--- config.mk ---
export PLATFORM = sky130hd
export DESIGN_NAME = ssb_front
export DESIGN_NICKNAME = d
export VERILOG_FILES = /design/src/rtl/ssb_pkg.sv /design/src/rtl/ssb_front.sv
export SDC_FILE = /design/constraint.sdc
export NUM_CORES = 2
export LEC_CHECK = 0
export BUFFER_PORTS_ARGS = -buffer_cell sky130_fd_sc_hd__buf_4
export CAP_MARGIN = 5
export CORE_MARGIN = 2
export CORE_UTILIZATION = 61
export DETAILED_ROUTE_END_ITERATION = 16
export PLACE_DENSITY = 0.85
export SKIP_LAST_GASP = 1
export SLEW_MARGIN = 40
export SYNTH_ARGS = -nofsm -noshare
export SYNTH_HDL_FRONTEND = slang
export SYNTH_SLANG_ARGS = --single-unit
--- constraint.sdc ---
create_clock -name i_clk -period 10.4 [get_ports i_clk]
set_clock_uncertainty 0.1 [all_clocks]
set_input_delay 0.52 -clock i_clk [delete_from_list [all_inputs] [get_ports i_clk]]
set_output_delay 0.52 -clock i_clk [all_outputs]
set_load 0.01 [all_outputs]
--- src/rtl/ssb_pkg.sv ---
// Shared types, constants and helper functions for the scaled sprite blitter.
// No dependencies; every other rtl file imports this package.
`timescale 1ns / 1ps
`default_nettype none

package ssb_pkg;

    localparam int MAX_TEXELS_DEF  = 16384;
    localparam int MAX_FB_SIDE_DEF = 2048;
    localparam int DIV_STEPS       = 16;
    localparam int FIFO_DEPTH      = 4;

    localparam logic OP_LOAD = 1'b0;
    localparam logic OP_DRAW = 1'b1;

    localparam logic FMT_BGRA8888 = 1'b0;
    localparam logic FMT_RGB565   = 1'b1;

    localparam logic [7:0] ALPHA_OPAQUE = 8'hFF;

    typedef enum logic [3:0] {
        CFG_SOURCE_ORIGIN = 4'd0,
        CFG_SOURCE_SIZE   = 4'd1,
        CFG_DEST_ORIGIN   = 4'd2,
        CFG_DEST_SIZE     = 4'd3,
        CFG_COLOR_GAIN    = 4'd4,
        CFG_FRAME_SIZE    = 4'd5,
        CFG_SPRITE_STRIDE = 4'd6,
        CFG_PIXEL_FORMAT  = 4'd7
    } t_cfg_idx;

    typedef struct packed {
        logic [31:0] source_origin;
        logic [31:0] source_size;
        logic [31:0] dest_origin;
        logic [31:0] dest_size;
        logic [23:0] color_gain;
        logic [27:0] frame_size;
        logic [14:0] sprite_stride;
        logic        pixel_format;
    } t_cfg;

    // Item state carried alongside the divider stages
    typedef struct packed {
        logic        op;
        logic        sup;
        logic [13:0] ti;
        logic [31:0] tv;
        logic [21:0] addr;
    } t_tag;

    // Queue entry between front and back
    typedef struct packed {
        t_tag        tag;
        logic [31:0] nx;
        logic [31:0] ny;
    } t_work;

    typedef struct packed {
        logic [15:0] rem;
        logic [15:0] low;
        logic [15:0] q;
    } t_dstep;

    // One restoring division step: shift in the next dividend bit, subtract if it fits
    function automatic t_dstep div_step(input t_dstep s, input logic [15:0] d);
        logic [16:0] t;
        logic        ge;
        t_dstep      o;
        t = {s.rem, s.low[15]};
        ge = (t >= {1'b0, d});
        o.rem = ge ? 16'(t - {1'b0, d}) : t[15:0];
        o.low = {s.low[14:0], 1'b0};
        o.q = {s.q[14:0], ge};
        return o;
    endfunction

    // Exact floor(x/255) for x up to 255*255
    function automatic logic [7:0] div255(input logic [15:0] x);
        logic [16:0] t;
        t = 17'(x) + 17'd1 + 17'(x[15:8]);
        return t[15:8];
    endfunction

endpackage

`default_nettype wire

--- src/rtl/ssb_front.sv ---
// Front end: accepts items, checks rectangle and framebuffer bounds,
// forms the framebuffer address and the scaling products. Depends on ssb_pkg.
`timescale 1ns / 1ps
`default_nettype none

module ssb_front #(
    parameter int MAX_FB_SIDE = ssb_pkg::MAX_FB_SIDE_DEF
) (
    input  wire            i_clk,
    input  wire            i_rst_n,
    input  ssb_pkg::t_cfg  i_cfg,
    input  wire            i_valid,
    output logic           o_stall,
    input  wire            i_op,
    input  wire [13:0]     i_texel_index,
    input  wire [31:0]     i_texel_value,
    input  wire [15:0]     i_column,
    input  wire [15:0]     i_row,
    output logic           o_push,
    output ssb_pkg::t_work o_work,
    input  wire            i_full
);
    import ssb_pkg::*;

    localparam int FW = $clog2(MAX_FB_SIDE + 1);

    logic        r_fv;
    logic        r_op;
    logic [13:0] r_ti;
    logic [31:0] r_tv;
    logic [15:0] r_col;
    logic [15:0] r_row;

    logic          take;
    logic [FW-1:0] fbw;
    logic [FW-1:0] fbh;
    logic [17:0]   fx;
    logic [17:0]   fy;
    logic          out_rect;
    logic          out_fb;

    assign o_stall = r_fv && i_full;
    assign take    = i_valid && !o_stall;
    assign o_push  = r_fv && !i_full;

    always_ff @(posedge i_clk) begin
        if (!i_rst_n) begin
            r_fv <= 1'b0;
        end else if (take) begin
            r_fv <= 1'b1;
        end else if (o_push) begin
            r_fv <= 1'b0;
        end
    end

    always_ff @(posedge i_clk) begin
        if (take) begin
            r_op  <= i_op;
            r_ti  <= i_texel_index;
            r_tv  <= i_texel_value;
            r_col <= i_column;
            r_row <= i_row;
        end
    end

    always_comb begin
        fbw = (32'(i_cfg.frame_size[11:0]) > 32'(MAX_FB_SIDE)) ?
              FW'(MAX_FB_SIDE) : FW'(i_cfg.frame_size[11:0]);
        fbh = (32'(i_cfg.frame_size[27:16]) > 32'(MAX_FB_SIDE)) ?
              FW'(MAX_FB_SIDE) : FW'(i_cfg.frame_size[27:16]);
        fx = {{2{i_cfg.dest_origin[15]}}, i_cfg.dest_origin[15:0]} + {2'b00, r_col};
        fy = {{2{i_cfg.dest_origin[31]}}, i_cfg.dest_origin[31:16]} + {2'b00, r_row};
        out_rect = (r_col >= i_cfg.dest_size[15:0]) || (r_row >= i_cfg.dest_size[31:16]);
        // columns and rows left of or above the framebuffer are dropped, not shifted
        out_fb = fx[17] || fy[17] || (fx[16:0] >= 17'(fbw)) || (fy[16:0] >= 17'(fbh));

        o_work.tag.op   = r_op;
        o_work.tag.sup  = out_rect || out_fb;
        o_work.tag.ti   = r_ti;
        o_work.tag.tv   = r_tv;
        o_work.tag.addr = 22'(32'(fy[16:0]) * 32'(fbw) + 32'(fx[16:0]));
        o_work.nx       = r_col * i_cfg.source_size[15:0];
        o_work.ny       = r_row * i_cfg.source_size[31:16];
    end

endmodule

`default_nettype wire

==> impl_metrics.yaml <==
cells_and_area:
  drive_above_1_share_pct: 12.09
  area_growth_pct: 12.98
  regArea_um2: 2392
  fin_area_um2: 31070
  nNetsFinal: 4507
  multiInputGateArea_um2: 22180
  n_fill_cell: 3294
  final_common_cell: "inv_1"
  final_cell_mix: "698 x inv_1, 537 x fa_1, 438 x nand2_1, 363 x buf_4, 347 x ha_1"
yosys:
  synth_edf_count: 79
  yosys_warnings: 0
  netlist_area_um2: 27500
  synthFlopType: "edfxtp_1"
  synth_cell_types: 75
  syn_inst: 3048
  avgSynthCellArea_um2: 9.022
  synth_fp_nets: 4211
  ys_seq_elements: 80
  seq_area_frac_synth_pct: 8.700
  postSynth.asyncResetShare_pct: 0
placed_design:
  place_area_um2: 30710
  port_buffers: 338
  dpl.hpwl_um: 58400
  dp_slack_ns: 1.349
  gp_congestion: 0.9835
floorplan:
  die_h_um: 216.3
  start_util_pct: 62.05
  dieWidth_um: 216.3
  coreArea_um2: 44320
  dieArea_um2: 46790
  rows: 77
  pin_count: 415
job:
  maxCapViolCount: 0
sta:
  slew_violations: 0
  fin_crit_sh_pct: 89.98
  fin_tns_setup_ns: 0
  setup_viol: 0
  min_period_ns: 9.357
  rsz0062_at_grt: "false"
  max_slew_margin_pct: 38.79
  fmax_mhz: 106.9
  tightest_slew_ns: 0.9182
  fin_ws_ns: 1.043
  hold_viol_final: 0
hold_path:
  hp-class: "in -> reg"
  hold_depth: 1
detailed_routing:
  dr.pass1.iters: 6
  viasPerCell: 5.607
  drc: 0
  drtAntennaViolNets: 0
  num_vias: 22100
  drt_iter0_markers: 1566
  drt_wl_total_um: 72980
  routedWlPerCell_um: 18.51
clocking:
  postCtsHoldBufs: 0
  cts_buffer_depth: 2
  clock_sinks: 80
  cts_resized: 0
  clk_pin_slew_ns: 0.08
  cts_buffers: 9
  htreeDepth: 3
  cts_tree: "built"
  cts_setup_buffers: 0
  clock_latency_ns: 0.36
  clock-root-buffer: "clkbuf_16"
setup_path:
  path_max_fanout: 7
  critPathKind: "reg -> out"
  startpoint_type: "flop"
  worstSetupEndpointType: "output pin"
  worstRegToRegCells: 4
  cp.arrival_ns: 8.74
  cp.required_ns: 9.78
global_route:
  grt_pass1_wl_um: 118600
  grt_max_degree: 46
  antenna_found_initial: 2
  grt_pass1_vias: 23760
  grt_overflow: 0
  grt_usage_pct: 32.24
run_status:
  status: "complete, no violations"
flip-flops by register name, summed over array words and instances, names as in the netlist:
| name | count |
|---|---|
| r_fv | 1 |
| r_op | 1 |
| r_ti | 14 |
| r_tv | 32 |
| r_row | 16 |
| r_col | 16 |
per-stage QoR:
step           util (%)  hold WS, ns  instances
3_5_place_dp      69.29       0.5873       3923
6_report          70.10       0.2108       3942
3_3_place_gp      69.18       0.5485       3921
4_1_cts           70.02       0.1998       3939
2_1_floorplan         -       0.5189       3048
5_1_grt           70.10       0.2024       3941
worst max-delay path, stage by stage (launching register included):
cell and delay [ns]:
edfxtp_1 0.46, ha_1 0.26, fa_1 0.43, a211oi_1 0.47, o21bai_1 0.14, a21oi_1 0.20
xor2_1 0.64, inv_1 0.34, nand2_1 0.18, fa_1 0.47, fa_1 0.52, fa_1 0.55
inv_1 0.05, fa_1 0.47, inv_1 0.05, fa_1 0.48, inv_1 0.05, ha_1 0.22
nor3_1 0.17, and3_1 0.22, o31ai_1 0.13, o41ai_1 0.53, o21ai_0 0.26, o21ai_0 0.21
nand2b_1 0.08, a21oi_1 0.19, xnor3_1 0.42, buf_4 0.15
layer usage:
metal | GRT usage (%) | vias to the layer above | part of all wire (%)
met1 | 39.65 | 10820 | 37
met2 | 54.80 | 1147 | 49
met3 | 6.737 | 249 | 9.7
met4 | 14.61 | 2 | 4.9
met5 | 0 | - | 0.018
li1 | - | 9882 | -
cell families (layout without fill, tap and decap cells):
family	Yosys count	in the layout	synth area share (%)
multiplexers	1	1	0.03640
other	0	1	0
AO/OA/AOI/OAI	271	271	6.484
adder cells (fa/ha/maj)	884	884	54.88
buffers and inverters	785	1086	10.74
AND/OR/NAND/NOR	916	916	15.47
flip-flops	80	80	8.700
XOR/XNOR	111	111	3.690
worst paths after layout:
check,from,end,slack (ns)
worst max register to register,r_fv,r_col[4],8.17
worst min-delay path,i_texel_index[11],r_ti[11],0.21
worst min register to register,r_fv,r_fv,0.60
worst max-delay path,r_row[0],o_work[85],1.04
cells in the mapped netlist (4+ instances only):
library cell | instances | share of area [%]
inv_1 | 698 | 9.5
fa_1 | 537 | 39
nand2_1 | 438 | 6.0
ha_1 | 347 | 16
and2_1 | 194 | 4.4
nor2_1 | 155 | 2.1
a21oi_1 | 85 | 1.5
edfxtp_1 | 79 | 8.6
clkbuf_1 | 78 | 1.1
xnor2_1 | 76 | 2.4
o21ai_0 | 41 | 0.75
a21o_1 | 36 | 0.98
xor2_1 | 31 | 0.99
nor2b_1 | 28 | 0.64
o21bai_1 | 21 | 0.57
nor3_1 | 19 | 0.35
o21a_1 | 19 | 0.52
nand2b_1 | 17 | 0.39
nand3_1 | 16 | 0.29
and3_1 | 11 | 0.25
a211oi_1 | 10 | 0.27
a31oi_1 | 9 | 0.20
nand4_1 | 9 | 0.20
o211ai_1 | 7 | 0.19
or3_1 | 6 | 0.14
o31ai_1 | 5 | 0.14
and4_1 | 4 | 0.13
clkinv_1 | 4 | 0.055
o311ai_0 | 4 | 0.13
o41ai_1 | 4 | 0.13
layout make-up:
class	count	share of cell area, %
Clock buffer	10	0.7370
Antenna cell	1	0.008055
Multi-Input combinational cell	2183	71.38
Sequential cell	80	7.700
Clock inverter	6	0.2940
Inverter	703	8.494
Tap cell	592	2.384
Timing Repair Buffer	367	9.005
Power is not shown: default switching activity piles up to over one toggle a cycle in this logic, so the estimate is an artifact.
