==> src/rtl/ssb_pkg.sv <==
// Shared types, constants and helper functions for the scaled sprite blitter.
// No dependencies; every other rtl file imports this package.
`timescale 1ns / 1ps
`default_nettype none

package ssb_pkg;

    localparam int MAX_TEXELS_DEF  = 16384;
    localparam int MAX_FB_SIDE_DEF = 2048;
    localparam int DIV_STEPS       = 16;
    localparam int FIFO_DEPTH      = 4;

    localparam logic OP_LOAD = 1'b0;
    localparam logic OP_DRAW = 1'b1;

    localparam logic FMT_BGRA8888 = 1'b0;
    localparam logic FMT_RGB565   = 1'b1;

    localparam logic [7:0] ALPHA_OPAQUE = 8'hFF;

    typedef enum logic [3:0] {
        CFG_SOURCE_ORIGIN = 4'd0,
        CFG_SOURCE_SIZE   = 4'd1,
        CFG_DEST_ORIGIN   = 4'd2,
        CFG_DEST_SIZE     = 4'd3,
        CFG_COLOR_GAIN    = 4'd4,
        CFG_FRAME_SIZE    = 4'd5,
        CFG_SPRITE_STRIDE = 4'd6,
        CFG_PIXEL_FORMAT  = 4'd7
    } t_cfg_idx;

    typedef struct packed {
        logic [31:0] source_origin;
        logic [31:0] source_size;
        logic [31:0] dest_origin;
        logic [31:0] dest_size;
        logic [23:0] color_gain;
        logic [27:0] frame_size;
        logic [14:0] sprite_stride;
        logic        pixel_format;
    } t_cfg;

    // Item state carried alongside the divider stages
    typedef struct packed {
        logic        op;
        logic        sup;
        logic [13:0] ti;
        logic [31:0] tv;
        logic [21:0] addr;
    } t_tag;

    // Queue entry between front and back
    typedef struct packed {
        t_tag        tag;
        logic [31:0] nx;
        logic [31:0] ny;
    } t_work;

    typedef struct packed {
        logic [15:0] rem;
        logic [15:0] low;
        logic [15:0] q;
    } t_dstep;

    // One restoring division step: shift in the next dividend bit, subtract if it fits
    function automatic t_dstep div_step(input t_dstep s, input logic [15:0] d);
        logic [16:0] t;
        logic        ge;
        t_dstep      o;
        t = {s.rem, s.low[15]};
        ge = (t >= {1'b0, d});
        o.rem = ge ? 16'(t - {1'b0, d}) : t[15:0];
        o.low = {s.low[14:0], 1'b0};
        o.q = {s.q[14:0], ge};
        return o;
    endfunction

    // Exact floor(x/255) for x up to 255*255
    function automatic logic [7:0] div255(input logic [15:0] x);
        logic [16:0] t;
        t = 17'(x) + 17'd1 + 17'(x[15:8]);
        return t[15:8];
    endfunction

endpackage

`default_nettype wire

==> src/rtl/ssb_fifo.sv <==
// Short work queue between the front and back of the blitter.
// Depends on ssb_pkg (t_work, FIFO_DEPTH).
`timescale 1ns / 1ps
`default_nettype none

module ssb_fifo (
    input  wire            i_clk,
    input  wire            i_rst_n,
    input  wire            i_push,
    input  ssb_pkg::t_work i_data,
    input  wire            i_pop,
    output ssb_pkg::t_work o_data,
    output logic           o_full,
    output logic           o_empty
);
    import ssb_pkg::*;

    localparam int PW = $clog2(FIFO_DEPTH);

    t_work           r_mem [FIFO_DEPTH];
    logic [PW-1:0]   r_wp;
    logic [PW-1:0]   r_rp;
    logic [PW:0]     r_cnt;

    assign o_full  = (r_cnt == (PW+1)'(FIFO_DEPTH));
    assign o_empty = (r_cnt == '0);
    assign o_data  = r_mem[r_rp];

    always_ff @(posedge i_clk) begin
        if (i_push) begin
            r_mem[r_wp] <= i_data;
        end
    end

    always_ff @(posedge i_clk) begin
        if (!i_rst_n) begin
            r_wp  <= '0;
            r_rp  <= '0;
            r_cnt <= '0;
        end else begin
            if (i_push) r_wp <= r_wp + 1'b1;
            if (i_pop)  r_rp <= r_rp + 1'b1;
            r_cnt <= r_cnt + (PW+1)'(i_push) - (PW+1)'(i_pop);
        end
    end

    a_no_overflow: assert property (@(posedge i_clk) disable iff (!i_rst_n)
        !(i_push && o_full)) else $error("push into full queue");
    a_no_underflow: assert property (@(posedge i_clk) disable iff (!i_rst_n)
        !(i_pop && o_empty)) else $error("pop from empty queue");
    a_count: assert property (@(posedge i_clk) disable iff (!i_rst_n)
        ##1 $past(i_rst_n) |->
        r_cnt == $past(r_cnt) + (PW+1)'($past(i_push)) - (PW+1)'($past(i_pop)))
        else $error("queue count out of step");

endmodule

`default_nettype wire

==> config.mk <==
export PLATFORM = sky130hd
export DESIGN_NAME = ssb_fifo
export DESIGN_NICKNAME = d
export VERILOG_FILES = /design/src/rtl/ssb_pkg.sv /design/src/rtl/ssb_fifo.sv
export SDC_FILE = /design/constraint.sdc
export NUM_CORES = 1
export LEC_CHECK = 0
export BUFFER_PORTS_ARGS = -buffer_cell sky130_fd_sc_hd__buf_4
export CAP_MARGIN = 20
export CORE_MARGIN = 2
export CORE_UTILIZATION = 41
export DETAILED_ROUTE_END_ITERATION = 16
export PLACE_DENSITY_LB_ADDON = 0.12
export SLEW_MARGIN = 20
export SYNTH_ARGS = -nofsm -noshare
export SYNTH_HDL_FRONTEND = slang
export SYNTH_SLANG_ARGS = --single-unit
==> constraint.sdc <==
create_clock -name i_clk -period 4.2 [get_ports i_clk]
set_input_delay 0.42 -clock i_clk [delete_from_list [all_inputs] [get_ports i_clk]]
set_output_delay 0.42 -clock i_clk [all_outputs]
set_load 0.05 [all_outputs]
==> run summary, run 1 <==
Max VDD drop: 0.3862 mV
DP Wirelength: 22.51 mm
top cell type's share of synthesized area: 0.8151
CTS buffer count: 57
synthesized cell area: 0.01975 sq mm
Root Buffer: clkbuf_16
most common cell in the netlist: edfxtp_1
Min Clock Period, post-route: 3097 ps
# Max-Cap Violations: 0
layout cells sized above 1: 0.4133
worst endpoint required time: 3780 ps
Row Count: 80
busiest layer in global routing: met2
largest net degree at the start of global routing: 84
Vias: 9243
Starting Density: 0.4145
final hold vios: 0
setup violators final: 0
initial antenna violation count: 5
Commonest cells post-synth: edfxtp_1, mux4_2, buf_2
Clock Pin Slew Worst Setup and Hold Paths: 60 ps
fill count: 3681
vias in the first global route: 9966
overall routed net length: 39.92 mm
Syn Inst Count: 743
Slew HR: 0.3976
Crit path largest cell delay: 750 ps
dpl cell area: 0.02262 sq mm
ranking of synthesized cells by area: edfxtp_1, mux4_2, dfxtp_1
Die W: 223.5 um
CP Max Fanout: 27
synth warn: 0
Max Freq: 322.9 MHz
leakage: 8.740 nW
grt met3 use: 0.04122
CP bufs+invs: 2
Syn Nets: 888
Initial DRC Count: 609
area leader, netlist: edfxtp_1
met2 Resource Use GR: 0.2596
Residual DRC: 0
Slew @ Worst Pin: 903.6 ps
CP Launch Type: flop
clk buf depth: 3
final-stage net count: 1330
period utilisation layout: 0.7374
RSZ-0062 raised after global routing: false
DRT Pass-1 Iters: 4
core area: 0.04765 sq mm
Slew Limit Fails: 0
Arrival @ worst endpoint: 2680 ps
clk_lat worst skew: 600 ps
met1 global-route usage: 0.2184
Yosys reg bits: 545
type of the worst min-delay path: in -> reg
Port Buffers: 273
Layout Cells excl Fill: 1847
Async SR Flop Fraction: 0
RD Place Congestion: 0.6807
vias per cell: 5.004
number of antenna-violating nets in the routed design: 0
Top Ports: 274
Post-CTS Repair Setup Buffers: 0
Worst Setup Path Type: reg -> out
first-pass GRT wire length: 60.35 mm
Congestion Overflow GR: 0
Post-Syn Area per Cell: 26.58 sq um
Slowest-stage cell, CP: dfxtp_4
Design Area, Final: 0.02577 sq mm
setup TNS: 0 ps
sequential fraction of the synthesis area: 0.8242
dominant synthesized flop cell: edfxtp_1
Netlist cell types: 19
Post-synth EDFFs: 536
wire length per cell: 21.62 um
outcome: finished clean
CTS tree: built
Top cell by count, worst path: buf_4
GRT Util Overall: 0.1617
Layout area overhead: 30.49%
kind of cell adding the most delay to the critical path: flip-flops
Inst Count DP: 1615
H-tree levels: 2
Cell Pwr Density: 518.0 mW/mm^2
die area: 0.04994 sq mm
Critical Path End Type: output port
TritonCTS Sinks: 545
crit path cell chain: buf_4 -> mux4_2 -> buf_4
placement-stage worst setup slack: 1647 ps
Worst Setup Slack, final: 1103 ps
clock skew: 15.51 ps
die height: 223.5 um
cell usage in the layout, fill, tap and decap left out, types with 2 or more instances in the layout:
master / netlist / final
and2_1: 6 / 2
and2_4: 0 / 4
buf_12: 0 / 10
buf_4: 0 / 277
bufinv_16: 0 / 8
clkbuf_1: 7 / 13
clkbuf_16: 0 / 59
clkinv_1: 0 / 10
clkinv_2: 0 / 10
dfxtp_1: 9 / 7
dfxtp_4: 0 / 2
diode_2: 0 / 3
dlygate4sd3_1: 0 / 126
edfxtp_1: 536 / 536
ha_1: 6 / 6
inv_1: 7 / 7
mux4_2: 134 / 134
nor2_1: 5 / 5
xnor2_1: 2 / 2
logic make-up after synthesis:
kind of cell / share of synthesized area
buffers and inverters: 0.01103
flip-flops: 0.8242
AO/OA/AOI/OAI: 0.0007601
AND/OR/NAND/NOR: 0.003802
multiplexers: 0.1533
XOR/XNOR: 0.002091
adder cells (fa/ha/maj): 0.004815
flip-flops by register name (all words and copies together), names as in the netlist, named ones only:
name and cells:
r_cnt 3, r_rp 2, r_wp 2, r_mem 536
timing repair:
item	4_1_cts	5_1_grt
gates resized for setup	0	0
hold buffers	126	0
endpoints found under the hold margin	494	0
worst paths after layout:
kind                   endpoint        from  slack (ps)  depth (start not counted)
setup / recovery     o_data[69]        flop        1100                          3
hold / removal     r_mem[0][96]  i_data[96]          40                          1
setup reg to reg  r_mem[1][108]     r_wp[0]        2200                          3
hold reg to reg            flop     r_rp[0]         540                          2
final cells by class:
| type | instances | area [sq um] | share of cell area |
|---|---|---|---|
| flip-flops and latches | 545 | 16280 | 0.6319 |
| repair buffers | 413 | 3541 | 0.1374 |
| multi-input cells | 161 | 3264 | 0.1267 |
| clock buffers | 72 | 1525 | 0.05919 |
| well taps | 615 | 769.5 | 0.02986 |
| clock inverters | 31 | 352.8 | 0.01369 |
| inverters | 7 | 26.28 | 0.001020 |
| diodes | 3 | 7.507 | 0.0002913 |
where the power goes:
group / switching [mW] / internal (mW) / total, mW
clock: 1.98 / 3.04 / 5.02
sequential: 0.0715 / 6.25 / 6.33
combinational: 1.25 / 0.746 / 2.00
routing by layer:
layer / wire length [um] / up-vias
met2: 19110 / 236
met3: 2242 / 64
met4: 819 / 4
met1: 17720 / 4843
met5: 27 / -
li1: - / 4096
worst reg2reg max path, delay by kind of cell, from the launching register on:
family,cells,cell delay [ps]
simple gates,1,630
flops,1,410
buf+inv,1,390
fa+ha+maj,1,180
stage by stage:
step,hold slack [ps],utilization,power [mW]
after floorplan,499.3,-,7.727
after global placement,524.6,0.4748,8.360
after detailed placement,529.7,0.4748,8.374
after CTS,1.008,0.5407,13.53
after global routing,9.139,0.5409,13.82
final,38.41,0.5409,13.35
(Power assumes the default switching activity.)
==> run 2, diff against run 1 <==
==> constraint.sdc (replaced) <==
create_clock -name i_clk -period 2.5 [get_ports i_clk]
set_input_delay 0.25 -clock i_clk [delete_from_list [all_inputs] [get_ports i_clk]]
set_output_delay 0.25 -clock i_clk [all_outputs]
set_load 0.05 [all_outputs]
==> run 2 against run 1 <==
  * Sequential share of layout area down 0.61 points
  * Clock skew down 1.3 ps
  * Core utilization increased by 0.53 points
  * Non-clock buffer count rose by 34
  * Power up 63%
  * Register-to-register slack got worse by 1400 ps
  * Highest routed layer is now met4
==> run summary, run 2 (same netlist as run 1, synthesis figures left out) <==
kind of cell adding the most delay to the critical path: buffers and inverters
Max Freq: 416.3 MHz
sequential cell area: 0.01628 sq mm (unchanged)
crit path cell chain: buf_16 -> buf_12 -> mux4_2 -> buf_4
Slew @ Worst Pin: 423.3 ps (-480.2 ps)
CP Launch Type: flop
clk buf depth: 3 (unchanged)
Reg power frac: 0.487 (+0.013)
Layout area overhead: 31.77%
Slew HR: 0.7178 (+0.3202)
Row Count: 80 (unchanged)
Clock Pin Slew Worst Setup and Hold Paths: 60 ps (about the same)
Critical Path End Type: output port
number of antenna-violating nets in the routed design: 0 (unchanged)
DRT Pass-1 Iters: 5 (+1)
final hold vios: 0 (unchanged)
largest registers: r_mem: 536 flops, r_cnt: 3 flops
area of the multi-input gates: 0.003264 sq mm (unchanged)
Cell Pwr Density: 838.3 mW/mm^2 (+62%)
number of flip-flops in the largest register: 536 (unchanged)
setup violators final: 0 (unchanged)
# Max-Cap Violations: 0 (unchanged)
fill count: 3643 (-1.0%)
type of the worst min-delay path: in -> reg
Top Ports: 274 (unchanged)
GRT Util Overall: 0.1644 (+0.002708)
worst endpoint required time: 2250 ps (-1530 ps)
Vias: 9435 (+2.1%)
core area: 0.04765 sq mm (unchanged)
Slew Limit Fails: 0 (unchanged)
Slowest-stage cell, CP: mux4_2
clock power share: 0.353 (-0.023)
largest net degree at the start of global routing: 52 (-38%)
final-stage net count: 1363 (+2.5%)
initial antenna violation count: 1 (-4)
clock skew: 14.20 ps (-1.303 ps)
Initial DRC Count: 525 (-14%)
Port Buffers: 273 (unchanged)
Min Clock Period, post-route: 2402 ps
most frequent cells in the layout: edfxtp_1, buf_4, dlygate4sd3_1
cell-internal power: 16.35 mW (+63%)
RD Place Congestion: 0.7180 (+5.5%)
Worst Setup Path Type: reg -> out
Net Sw Power: 5.470 mW (+65%)
outcome: finished clean
clk_lat worst skew: 590 ps (about the same)
Starting Density: 0.4145 (unchanged)
Most flops, register: r_mem
Arrival @ worst endpoint: 2150 ps (-530 ps)
die height: 223.5 um (unchanged)
leakage: 8.865 nW (+1.4%)
CP Max Fanout: 11 (-59%)
DP Wirelength: 24.04 mm (+6.8%)
TritonCTS Sinks: 545 (unchanged)
final total power: 21.82 mW (+63%)
setup TNS: 0 ps (unchanged)
Switching Share: 0.2508 (+0.003107)
period utilisation layout: 0.9609
Root Buffer: clkbuf_16
vias in the first global route: 10290 (+3.2%)
Crit path largest cell delay: 520 ps (-230 ps)
CTS buffer count: 56 (-1.8%)
Residual DRC: 0 (unchanged)
die area: 0.04994 sq mm (unchanged)
vias per cell: 5.029 (+0.50%)
combinational power share: 0.160 (+0.010)
CP bufs+invs: 3 (+1)
Congestion Overflow GR: 0 (unchanged)
Die W: 223.5 um (unchanged)
Design Area, Final: 0.02602 sq mm (+0.98%)
layout cells sized above 1: 0.4143 (+0.0009415)
most common cell after layout, fill and taps aside: edfxtp_1
wire length per cell: 21.73 um (+0.55%)
CTS tree: built
RSZ-0062 raised after global routing: true
dpl cell area: 0.02286 sq mm (+1.0%)
first-pass GRT wire length: 61.64 mm (+2.1%)
H-tree levels: 2 (unchanged)
overall routed net length: 40.77 mm (+2.1%)
Max VDD drop: 0.5678 mV (+47%)
## run 2: per-stage QoR
step	std cells	hold WS [ps]	utilization	setup WS [ps]
global placement	1631	449.7	0.4797	575.7
global route	1876	374.8	0.5462	-2.652
floorplan	743	348.9	-	562.7
finish	1876	404.9	0.5462	97.84
CTS	1872	353.8	0.5456	1.162
detailed placement	1631	451.7	0.4797	569.8
## run 2: routing by layer
layer | vias up | GRT usage | share of wire | wire length [um]
met5 | - | 0 | 0 | 0
met2 | 252 | 0.2709 | 0.50 | 20430
met3 | 61 | 0.04135 | 0.056 | 2267
li1 | 4173 | - | - | -
met4 | 0 | 0.04559 | 0.017 | 700
met1 | 4949 | 0.2190 | 0.43 | 17370
## run 2: what timing repair did
item,CTS,global route
hold buffers,137,0
setup endpoints to repair,39,20
hold endpoints to repair,544,0
buffers inserted,3,3
resized for setup,3,0
gates cloned,1,0
## run 2: cell type report
cell class	count	area share
clock buffer	70	0.05746
clock inverter	30	0.007885
tap	615	0.02957
timing repair buffer	447	0.1528
inverter	7	0.001010
multi-input combinational	161	0.1254
antenna	1	0.00009616
sequential	545	0.6257
## run 2: power groups by stage
| stage | clock network [mW] | registers [mW] | logic, mW |
|---|---|---|---|
| global placement | 0 | 10.8 | 3.31 |
| detailed placement | 0 | 10.8 | 3.32 |
| CTS | 7.95 | 10.6 | 3.54 |
| global route | 8.32 | 10.7 | 3.66 |
| floorplan | 0 | 10.8 | 2.17 |
| finish | 7.71 | 10.6 | 3.48 |
## run 2: path summary, 6_finish.rpt
| kind | from | endpoint | slack (ps) | cells after the start |
|---|---|---|---|---|
| max | flop | o_data[56] | 100 | 4 |
| min | i_data[61] | r_mem[2][61] | 400 | 2 |
| max reg2reg | r_wp[0] | r_mem[2][103] | 800 | 4 |
| min reg2reg | r_rp[1] | flop | 520 | 2 |
==> run 3, diff against run 2 <==
--- a/config.mk
+++ b/config.mk
@@ -6,11 +6,12 @@
 export NUM_CORES = 1
 export LEC_CHECK = 0
 export BUFFER_PORTS_ARGS = -buffer_cell sky130_fd_sc_hd__buf_4
-export CAP_MARGIN = 20
 export CORE_MARGIN = 2
 export CORE_UTILIZATION = 41
 export DETAILED_ROUTE_END_ITERATION = 16
+export GPL_TIMING_DRIVEN = 0
 export PLACE_DENSITY_LB_ADDON = 0.12
+export SKIP_LAST_GASP = 1
 export SLEW_MARGIN = 20
 export SYNTH_ARGS = -nofsm -noshare
 export SYNTH_HDL_FRONTEND = slang
==> run 3 against run 2 <==
  * Hold slack worse by 6.9 ps
  * Die area unchanged
  * Count of clock-buffer cells in the layout up 5
  * Wire length down 0.33%
  * Clock power down 2%
  * Largest cell class unchanged
  * Largest power group unchanged
==> run summary, run 3 (same netlist as run 1, synthesis figures left out) <==
Switching Share: 0.2545 (+0.003743)
Crit path largest cell delay: 520 ps (about the same)
Worst Setup Slack, final: 78.16 ps (-19.68 ps)
core area: 0.04765 sq mm (unchanged)
die height: 223.5 um (unchanged)
H-tree levels: 2 (unchanged)
CP Launch Type: flop
die area: 0.04994 sq mm (unchanged)
overall routed net length: 40.64 mm (-0.33%)
combinational power share: 0.163 (+0.003)
Arrival @ worst endpoint: 2170 ps (+20 ps)
RSZ-0062 raised after global routing: true
number of flip-flops in the largest register: 536 (unchanged)
Most flops, register: r_mem
vias in the first global route: 10090 (-1.9%)
wire length per cell: 21.54 um (-0.91%)
Die W: 223.5 um (unchanged)
CP Max Fanout: 10 (-1)
Root Buffer: clkbuf_16
worst endpoint required time: 2250 ps (about the same)
period utilisation layout: 0.9687 (+0.007872)
RD Place Congestion: 0.6815 (-5.1%)
clock skew: 8.301 ps (-5.903 ps)
TritonCTS Sinks: 545 (unchanged)
clk buf depth: 3 (unchanged)
clk_lat worst skew: 590 ps (about the same)
most frequent cells in the layout: edfxtp_1, buf_4, dlygate4sd3_1
DRT Pass-1 Iters: 5 (unchanged)
most common cell after layout, fill and taps aside: edfxtp_1
Slew Limit Fails: 0 (unchanged)
Cell Pwr Density: 829.6 mW/mm^2 (-1.0%)
CP bufs+invs: 4 (+1)
CTS tree: built
Min Clock Period, post-route: 2422 ps (+19.68 ps)
Congestion Overflow GR: 0 (unchanged)
dpl cell area: 0.02288 sq mm (about the same)
clock power share: 0.347 (-0.006)
first-pass GRT wire length: 60.64 mm (-1.6%)
CTS buffer count: 56 (unchanged)
Design Area, Final: 0.02610 sq mm (+0.31%)
Top cell by count, worst path: buf_12
Port Buffers: 273 (unchanged)
layout cells sized above 1: 0.4162 (+0.001922)
Top Ports: 274 (unchanged)
vias per cell: 4.964 (-1.3%)
placement-stage worst setup slack: 317.6 ps (-252.3 ps)
Critical Path End Type: output port
number of antenna-violating nets in the routed design: 0 (unchanged)
final-stage net count: 1373 (+0.73%)
Slew @ Worst Pin: 632.5 ps (+209.2 ps)
Residual DRC: 0 (unchanged)
GRT Util Overall: 0.1624 (-0.001983)
Layout area overhead: 32.19%
Max Freq: 412.9 MHz (-0.81%)
Worst Setup Path Type: reg -> out
Clock Pin Slew Worst Setup and Hold Paths: 60 ps (about the same)
largest registers: r_mem: 536 flops, r_cnt: 3 flops
Max VDD drop: 0.5478 mV (-3.5%)
# Max-Cap Violations: 0 (unchanged)
kind of cell adding the most delay to the critical path: buffers and inverters
Reg power frac: 0.489 (+0.002)
crit path cell chain: buf_12 -> buf_12 -> buf_12 -> mux4_2 -> buf_4
largest net degree at the start of global routing: 45 (-13%)
Slowest-stage cell, CP: mux4_2
Net Sw Power: 5.511 mW (+0.75%)
Slew HR: 0.5783 (-0.1395)
outcome: finished clean
Inst Count DP: 1643 (+0.74%)
DP Wirelength: 24.60 mm (+2.3%)
Vias: 9368 (-0.71%)
type of the worst min-delay path: in -> reg
leakage: 8.909 nW (+0.50%)
Row Count: 80 (unchanged)
final hold vios: 0 (unchanged)
Initial DRC Count: 488 (-7.0%)
Starting Density: 0.4145 (unchanged)
initial antenna violation count: 2 (+1)
Layout Cells excl Fill: 1887 (+0.59%)
cell-internal power: 16.14 mW (-1.2%)
setup violators final: 0 (unchanged)
[run 3: final cells by class]
class / count / area, sq um
sequential: 545 / 16280
clock inverter: 26 / 147.6
fill: 3743 / 21540
tap: 615 / 769.5
antenna: 1 / 2.502
inverter: 7 / 26.28
clock buffer: 75 / 1494
buffer: 30 / 319.1
multi-input combinational: 161 / 3264
timing repair buffer: 427 / 3801
[run 3: final timing paths]
path | from | end | slack [ps] | cells after the start
worst max register to register | r_wp[0] | r_mem[0][104] | 410 | 5
worst min-delay path | i_data[14] | r_mem[2][14] | 400 | 2
worst max-delay path | flop | o_data[78] | 80 | 5
worst min register to register | r_rp[0] | flop | 560 | 2
[run 3: per-layer routing]
| layer | track usage | part of all wire | up-vias |
|---|---|---|---|
| li1 | - | - | 4199 |
| met2 | 0.2703 | 0.50 | 193 |
| met5 | 0 | 0.00032 | - |
| met1 | 0.2125 | 0.42 | 4918 |
| met3 | 0.04596 | 0.055 | 56 |
| met4 | 0.03978 | 0.017 | 2 |
[run 3: what timing repair did]
item                       4_1_cts  5_1_grt
gates cloned                     0        2
hold endpoints to repair       545        0
buffers inserted                 0        3
gates resized for setup         14       36
setup endpoints to repair      130      130
hold buffers                   137        0
[run 3: through the flow]
stage                     setup TNS, ps  power, mW  utilization  hold slack (ps)
after floorplan                       0      12.94            -            348.9
after global placement          -142330      14.05       0.4738            450.3
after detailed placement              0      14.13       0.4801            454.3
after CTS                        -10240      21.88       0.5440            356.6
after global routing             -262.8      22.46       0.5479            370.7
final                                 0      21.66       0.5479            398.1
[run 3: power by group through the flow]
stage / combinational, mW / sequential, mW / clock [mW]
3_5_place_dp: 3.34 / 10.8 / 0
5_1_grt: 3.73 / 10.6 / 8.10
2_1_floorplan: 2.17 / 10.8 / 0
6_report: 3.54 / 10.6 / 7.52
4_1_cts: 3.54 / 10.6 / 7.74
3_3_place_gp: 3.25 / 10.8 / 0
